`config.mk`:
```
export PLATFORM = sky130hd
export DESIGN_NAME = chs_control
export DESIGN_NICKNAME = d
export VERILOG_FILES = /design/src/hdl/chs_pkg.sv /design/src/hdl/chs_control.sv
export SDC_FILE = /design/constraint.sdc
export NUM_CORES = 1
export LEC_CHECK = 0
export ABC_AREA = 1
export BUFFER_PORTS_ARGS = -buffer_cell sky130_fd_sc_hd__buf_2
export CAP_MARGIN = 15
export CORE_UTILIZATION = 40
export CTS_BUF_LIST = sky130_fd_sc_hd__clkbuf_4 sky130_fd_sc_hd__clkbuf_8
export DETAILED_ROUTE_END_ITERATION = 8
export MAX_ROUTING_LAYER = met4
export SLEW_MARGIN = 20
export SYNTH_ARGS = -nofsm -noshare
export SYNTH_HDL_FRONTEND = slang
export SYNTH_SLANG_ARGS = --single-unit
export TNS_END_PERCENT = 100
```
`constraint.sdc`:
```
create_clock -name clock -period 3.6 [get_ports clock]
set_input_delay 0.18 -clock clock [delete_from_list [all_inputs] [get_ports clock]]
set_output_delay 0.18 -clock clock [all_outputs]
set_load 0.005 [all_outputs]
```
`src/hdl/chs_pkg.sv`:
```
// chs_pkg: types and constants shared by the CubeHash stream hasher.
// No dependencies.
`timescale 1ns / 1ps
package chs_pkg;
   localparam int CUBE_WORDS = 32;
   localparam int MAX_HASH_BYTES = 64;

   typedef logic [31:0] word_type;
   typedef word_type [CUBE_WORDS-1:0] cube_type;

   // configuration register indexes
   localparam logic [2:0] REG_INIT_ROUNDS  = 3'd0;
   localparam logic [2:0] REG_ROUNDS       = 3'd1;
   localparam logic [2:0] REG_BLOCK_BYTES  = 3'd2;
   localparam logic [2:0] REG_FINAL_ROUNDS = 3'd3;
   localparam logic [2:0] REG_HASH_BYTES   = 3'd4;

   typedef enum logic [2:0] {
      ST_IDLE, ST_ROUND, ST_EMIT
   } state_type;

   // what happens after the current round run
   typedef enum logic [1:0] {
      NEXT_ABSORB, NEXT_PAD, NEXT_FINAL, NEXT_DONE
   } next_type;

   // datapath commands
   typedef struct packed {
      logic       load_init;   // rebuild cube from config
      logic       xor_byte;    // xor byte at position
      logic       xor_pad;     // xor 0x80 at position
      logic       xor_final;   // xor 1 into word 31
      logic       do_round;    // one round
      logic       pos_clear;
      logic       pos_inc;
      logic [7:0] data;
   } cmd_type;

   typedef struct packed {
      logic [6:0] pos;
   } status_type;

   function automatic word_type rotl(input word_type v, input int n);
      rotl = (v << n) | (v >> (32 - n));
   endfunction

   function automatic cube_type cube_round(input cube_type c);
      cube_type x;
      cube_type y;
      x = c;
      for (int n = 0; n < 16; n++) x[16+n] = x[16+n] + x[n];
      for (int n = 0; n < 16; n++) x[n] = rotl(x[n], 7);
      y = x;
      for (int n = 0; n < 16; n++) y[n] = x[n ^ 8];
      for (int n = 0; n < 16; n++) y[n] = y[n] ^ y[16+n];
      x = y;
      for (int n = 0; n < 16; n++) x[16+n] = y[16+(n ^ 2)];
      for (int n = 0; n < 16; n++) x[16+n] = x[16+n] + x[n];
      for (int n = 0; n < 16; n++) x[n] = rotl(x[n], 11);
      y = x;
      for (int n = 0; n < 16; n++) y[n] = x[n ^ 4];
      for (int n = 0; n < 16; n++) y[n] = y[n] ^ y[16+n];
      x = y;
      for (int n = 0; n < 16; n++) x[16+n] = y[16+(n ^ 1)];
      cube_round = x;
   endfunction
endpackage

```
`src/hdl/chs_control.sv`:
```
// chs_control: sequencer for message start, absorb, padding, rounds and digest output.
// Depends on chs_pkg.
`timescale 1ns / 1ps
module chs_control (
   input  logic                clock,
   input  logic                reset,
   input  logic                req_valid,
   output logic                req_ready,
   input  logic [7:0]          req_msg_byte,
   input  logic                req_has_byte,
   input  logic                req_is_last,
   output logic                rsp_valid,
   input  logic                rsp_ready,
   output logic                rsp_last_byte,
   input  logic [7:0]          init_rounds,
   input  logic [7:0]          rounds_cfg,
   input  logic [7:0]          final_rounds,
   input  logic [7:0]          eff_block,
   input  logic [6:0]          eff_hash,
   input  chs_pkg::status_type status,
   output chs_pkg::cmd_type    cmd,
   output logic [5:0]          out_idx
);
   import chs_pkg::*;

   state_type  state_ff, state_in;
   next_type   next_ff, next_in;
   logic [7:0] cnt_ff, cnt_in;
   logic       open_ff, open_in;
   logic       last_ff, last_in;
   logic       has_ff, has_in;
   logic [7:0] byte_ff, byte_in;
   logic [5:0] idx_ff, idx_in;
   logic       acc, close_blk;
   logic [6:0] pos_next;

   assign acc = req_valid && req_ready;
   assign pos_next = status.pos + 7'd1;
   assign close_blk = (pos_next == 7'd0) || ({1'b0, pos_next} >= eff_block);
   assign out_idx = idx_ff;

   // next state
   always_comb begin
      state_in = state_ff; next_in = next_ff; cnt_in = cnt_ff;
      open_in = open_ff; last_in = last_ff; has_in = has_ff;
      byte_in = byte_ff; idx_in = idx_ff;
      unique case (state_ff)
         ST_IDLE: begin
            if (acc && (req_has_byte || req_is_last)) begin
               last_in = req_is_last; has_in = req_has_byte; byte_in = req_msg_byte;
               if (!open_ff) begin
                  open_in = 1'b1; state_in = ST_ROUND; cnt_in = init_rounds;
                  next_in = NEXT_ABSORB;
               end else begin
                  // absorb now
                  if (req_has_byte && close_blk) begin
                     state_in = ST_ROUND; cnt_in = rounds_cfg;
                     next_in = req_is_last ? NEXT_PAD : NEXT_DONE;
                  end else if (req_has_byte && req_is_last) begin
                     // pad goes in at the next position, in the following cycle
                     state_in = ST_ROUND; cnt_in = 8'd0; next_in = NEXT_PAD;
                  end else if (req_is_last) begin
                     state_in = ST_ROUND; cnt_in = rounds_cfg; next_in = NEXT_FINAL;
                  end
               end
            end
         end
         ST_ROUND: begin
            if (cnt_ff != 8'd0) cnt_in = cnt_ff - 8'd1;
            else begin
               unique case (next_ff)
                  NEXT_ABSORB: begin
                     if (has_ff && close_blk) begin
                        cnt_in = rounds_cfg; next_in = last_ff ? NEXT_PAD : NEXT_DONE;
                     end else if (has_ff && last_ff) begin
                        next_in = NEXT_PAD;
                     end else if (last_ff) begin
                        cnt_in = rounds_cfg; next_in = NEXT_FINAL;
                     end else state_in = ST_IDLE;
                  end
                  NEXT_PAD: begin cnt_in = rounds_cfg; next_in = NEXT_FINAL; end
                  NEXT_FINAL: begin cnt_in = final_rounds; next_in = NEXT_DONE; end
                  NEXT_DONE: begin
                     if (last_ff) begin state_in = ST_EMIT; idx_in = '0; end
                     else state_in = ST_IDLE;
                  end
                  default: state_in = ST_IDLE;
               endcase
            end
         end
         ST_EMIT: begin
            if (rsp_ready) begin
               if ({1'b0, idx_ff} + 7'd1 == eff_hash) begin
                  state_in = ST_IDLE; open_in = 1'b0;
               end else idx_in = idx_ff + 6'd1;
            end
         end
         default: state_in = ST_IDLE;
      endcase
   end

   // outputs
   always_comb begin
      cmd = '0;
      cmd.data = byte_ff;
      req_ready = 1'b0; rsp_valid = 1'b0; rsp_last_byte = 1'b0;
      unique case (state_ff)
         ST_IDLE: begin
            req_ready = 1'b1;
            cmd.data = req_msg_byte;
            if (req_valid && (req_has_byte || req_is_last)) begin
               if (!open_ff) begin
                  cmd.load_init = 1'b1; cmd.pos_clear = 1'b1;
               end else if (req_has_byte) begin
                  cmd.xor_byte = 1'b1;
                  if (close_blk) cmd.pos_clear = 1'b1; else cmd.pos_inc = 1'b1;
               end else cmd.xor_pad = 1'b1;
            end
         end
         ST_ROUND: begin
            if (cnt_ff != 8'd0) cmd.do_round = 1'b1;
            else begin
               unique case (next_ff)
                  NEXT_ABSORB: begin
                     if (has_ff) begin
                        cmd.xor_byte = 1'b1;
                        if (close_blk) cmd.pos_clear = 1'b1; else cmd.pos_inc = 1'b1;
                     end else if (last_ff) cmd.xor_pad = 1'b1;
                  end
                  NEXT_PAD: cmd.xor_pad = 1'b1;
                  NEXT_FINAL: begin cmd.xor_final = 1'b1; cmd.pos_clear = 1'b1; end
                  NEXT_DONE: ;
                  default: ;
               endcase
            end
         end
         ST_EMIT: begin
            rsp_valid = 1'b1;
            rsp_last_byte = ({1'b0, idx_ff} + 7'd1 == eff_hash);
         end
         default: ;
      endcase
   end

   always_ff @(posedge clock) begin
      if (reset) begin
         state_ff <= ST_IDLE; open_ff <= 1'b0; cnt_ff <= '0; next_ff <= NEXT_DONE;
         last_ff <= 1'b0; has_ff <= 1'b0; idx_ff <= '0;
      end else begin
         state_ff <= state_in; open_ff <= open_in; cnt_ff <= cnt_in; next_ff <= next_in;
         last_ff <= last_in; has_ff <= has_in; idx_ff <= idx_in;
      end
      byte_ff <= byte_in;
   end
endmodule

```
==> results.toml <==
[die]
die_y_um = 84.3
fp.coreArea_mm2 = 0.00646
core.rowCount = 29
start_util_pct = 41.9
dieWidth_um = 84.3
dieArea_mm2 = 0.00710
io_pins = 84

[routing]
first_iter_violations = 121
via_count = 2869
antenna_left = 0
post_drt_wl_per_cell_um = 11.8
dr.pass1.iters = 7
via_per_inst = 4.79
drc = 11
drt_wl_total_mm = 7.06

[setup_path]
start_kind = "input pin"
path_max_fanout = 5
critPathCaptureType = "primary output"
r2r_setup_slack_ns = 1.29
cp.arrival_ns = 2.61
reg2reg_to = "cnt_ff[3]"
required_ns = 3.42
cp-startpoint = "status[0]"
rr_worst_depth = 13
crit_type = "input pin to primary output"
r2r_start = "state_ff[1]"
crit_end = "cmd[9]"

[synth]
avgSynthCellArea_um2 = 6.17
ys_warn_count = 0
ys_seq_area_share_pct = 24.4
synth-seq-cells = 29
synthFlopType = "dfxtp_1"
async_flop_share_pct = 0
synth_edf_count = 8
syn_inst = 439
synth.area.top_cells = "nand2_1 18%, dfxtp_1 16%, inv_1 10%, edfxtp_1 8.9%, ha_1 6.9%"
synth_top_area_share_pct = 18.2
synth_largest_area_cell = "nand2_1"
syn_nets = 514
ys_types = 36
synth_area_mm2 = 0.00271

[sta]
clock.fmax_ghz = 0.358
rsz0062_at_grt = "false"
finalHoldViolCount = 0
setup_viol = 0
worst_pin_slew_ns = 0.836
finalMaxSlewViolations = 0
worst_slack_ns = 0.806
setup_tns_ns = 0
fin_hold_ws_ns = 0.0807
fin_crit_ns = 2.79
skew_ns = 0.00779
slew_headroom_pct = 44.2
post-route-period-util_pct = 77.6

[placement]
hpwl_mm = 5.49
portBuffers = 83
place_congestion = 0.855
pre_cts_slack_ns = 0.732

[pwr]
worst_ir_drop_vdd_uv = 266
cellPowerDensity_mw_per_mm2 = 573
p_leak_nw = 1.81

[finish]
multi_input_area_mm2 = 0.00172
regArea_um2 = 661
drive_above_1_share_pct = 24.5
most-common-layout-cells = "131 x nand2_1, 83 x buf_2, 73 x inv_1"
fillers = 695
area_growth_pct = 21.4
fin_nets = 596
final_util_pct = 50.9
final_common_cell = "nand2_1"
antennaDiodeCount = 0

[clock_tree]
clkLatencyLatePin_ns = 0.28
clkTransAtPathRegs_ns = 0.07
cts_tree = "done"
htreeDepth = 2
cts_made_buffers = 5
ctsResizeCount = 0
post_cts.repair.setup_buffers = 0
hold_buffers = 0
cts_max_path_buffers = 2
root_buffer = "clkbuf_8"
clock-sinks = 29

[global_route]
grt_use_met1_pct = 27.6
top_usage_layer = "met2"
grt_pass1_wl_mm = 12.0
antenna_found_initial = 0
grt_pass1_vias = 2723
grt_use_total_pct = 21.5
grt_max_degree = 24
grt_use_met2_pct = 34.4
overflow = 0
met3_usage_pct = 3.54

[hold_path]
hold_path.class = "input pin to flip-flop"

[status]
status = "finished, violations left"
failed_checks = "DRC"

[run]
drv_cap = 0
-- registers in the layout, summed over array words and instances, names as in the netlist --
name and cells:
out_idx 6, cnt_ff 8, has_ff 1, last_ff 1
byte_ff 8, state_ff 2, open_ff 1, next_ff 2
-- stage by stage --
| stage | instance area [µm²] | instances | total power, mW |
|---|---|---|---|
| detailed placement | 3180 | 591 | 1.55 |
| floorplan | 2710 | 439 | 1.29 |
| global route | 3290 | 599 | 2.08 |
| CTS | 3290 | 599 | 1.90 |
| global placement | 3180 | 591 | 1.54 |
| finish | 3290 | 599 | 1.89 |
-- report_power, final --
group | switching, mW | internal [mW]
combinational | 0.641 | 0.398
sequential | 0.0900 | 0.417
clock | 0.135 | 0.204
total | 0.867 | 1.02
-- synthesized netlist by cell type (4+ instances only) --
library cell / number
inv_1: 73
nand2_1: 131
clkbuf_1: 8
nor2_2: 14
nand2_2: 8
o21ai_0: 19
nor3_1: 5
nor2_1: 33
edfxtp_1: 8
ha_1: 15
nand2_4: 4
nand3_1: 32
a21oi_1: 23
xnor2_1: 5
dfxtp_1: 21
-- worst max-delay path, cell delays in order --
cell	delay (ns)
buf_2	0.13
ha_1	0.20
nand2_2	0.10
nor2_4	0.13
nand3_2	0.08
nand2_1	0.07
inv_1	0.04
ha_1	0.25
inv_1	0.05
nor2_1	0.04
nand3_1	0.08
inv_1	0.05
nand2_1	0.05
nand2_1	0.04
nor2_1	0.29
nand2_4	0.14
nand2_2	0.10
a21oi_1	0.07
or3_1	0.36
buf_2	0.14
-- worst min-delay path by stage --
| stage | startpoint | end | slack [ns] | cells past startpoint |
|---|---|---|---|---|
| finish | req_msg_byte[0] | byte_ff[0] | 0.08 | 1 |
| detailed placement | req_msg_byte[2] | byte_ff[2] | 0.37 | 1 |
| global placement | req_msg_byte[4] | byte_ff[4] | 0.37 | 1 |
| floorplan | req_msg_byte[0] | byte_ff[0] | 0.28 | 0 |
| global route | req_msg_byte[0] | byte_ff[0] | 0.06 | 1 |
| CTS | req_msg_byte[0] | byte_ff[0] | 0.07 | 1 |
-- final cells by class --
| class | count | area share (%) |
|---|---|---|
| Multi-Input combinational cell | 326 | 52.2 |
| Clock buffer | 5 | 2.09 |
| Inverter | 75 | 8.56 |
| Tap cell | 77 | 2.93 |
| Clock inverter | 3 | 1.26 |
| Sequential cell | 29 | 20.1 |
| Timing Repair Buffer | 84 | 12.9 |
-- logic make-up (layout without fill, tap and decap cells) --
family	after synthesis	count (layout)	share of synthesized area [%]
mux	3	3	1.11
xor+xnor	8	8	2.59
simple gates	243	243	41.1
compound gates	57	57	11.6
fa+ha+maj	15	15	6.93
flops	29	29	24.4
buf+inv	84	167	12.2
-- routing by layer --
layer	up-vias	wire length, µm	share of wire [%]
li1	1548	-	-
met1	1232	3450	49
met2	80	3140	44
met3	9	374	5.3
met4	0	89	1.3
met5	-	0	0
Note: power is estimated with default switching activity, not from simulation.
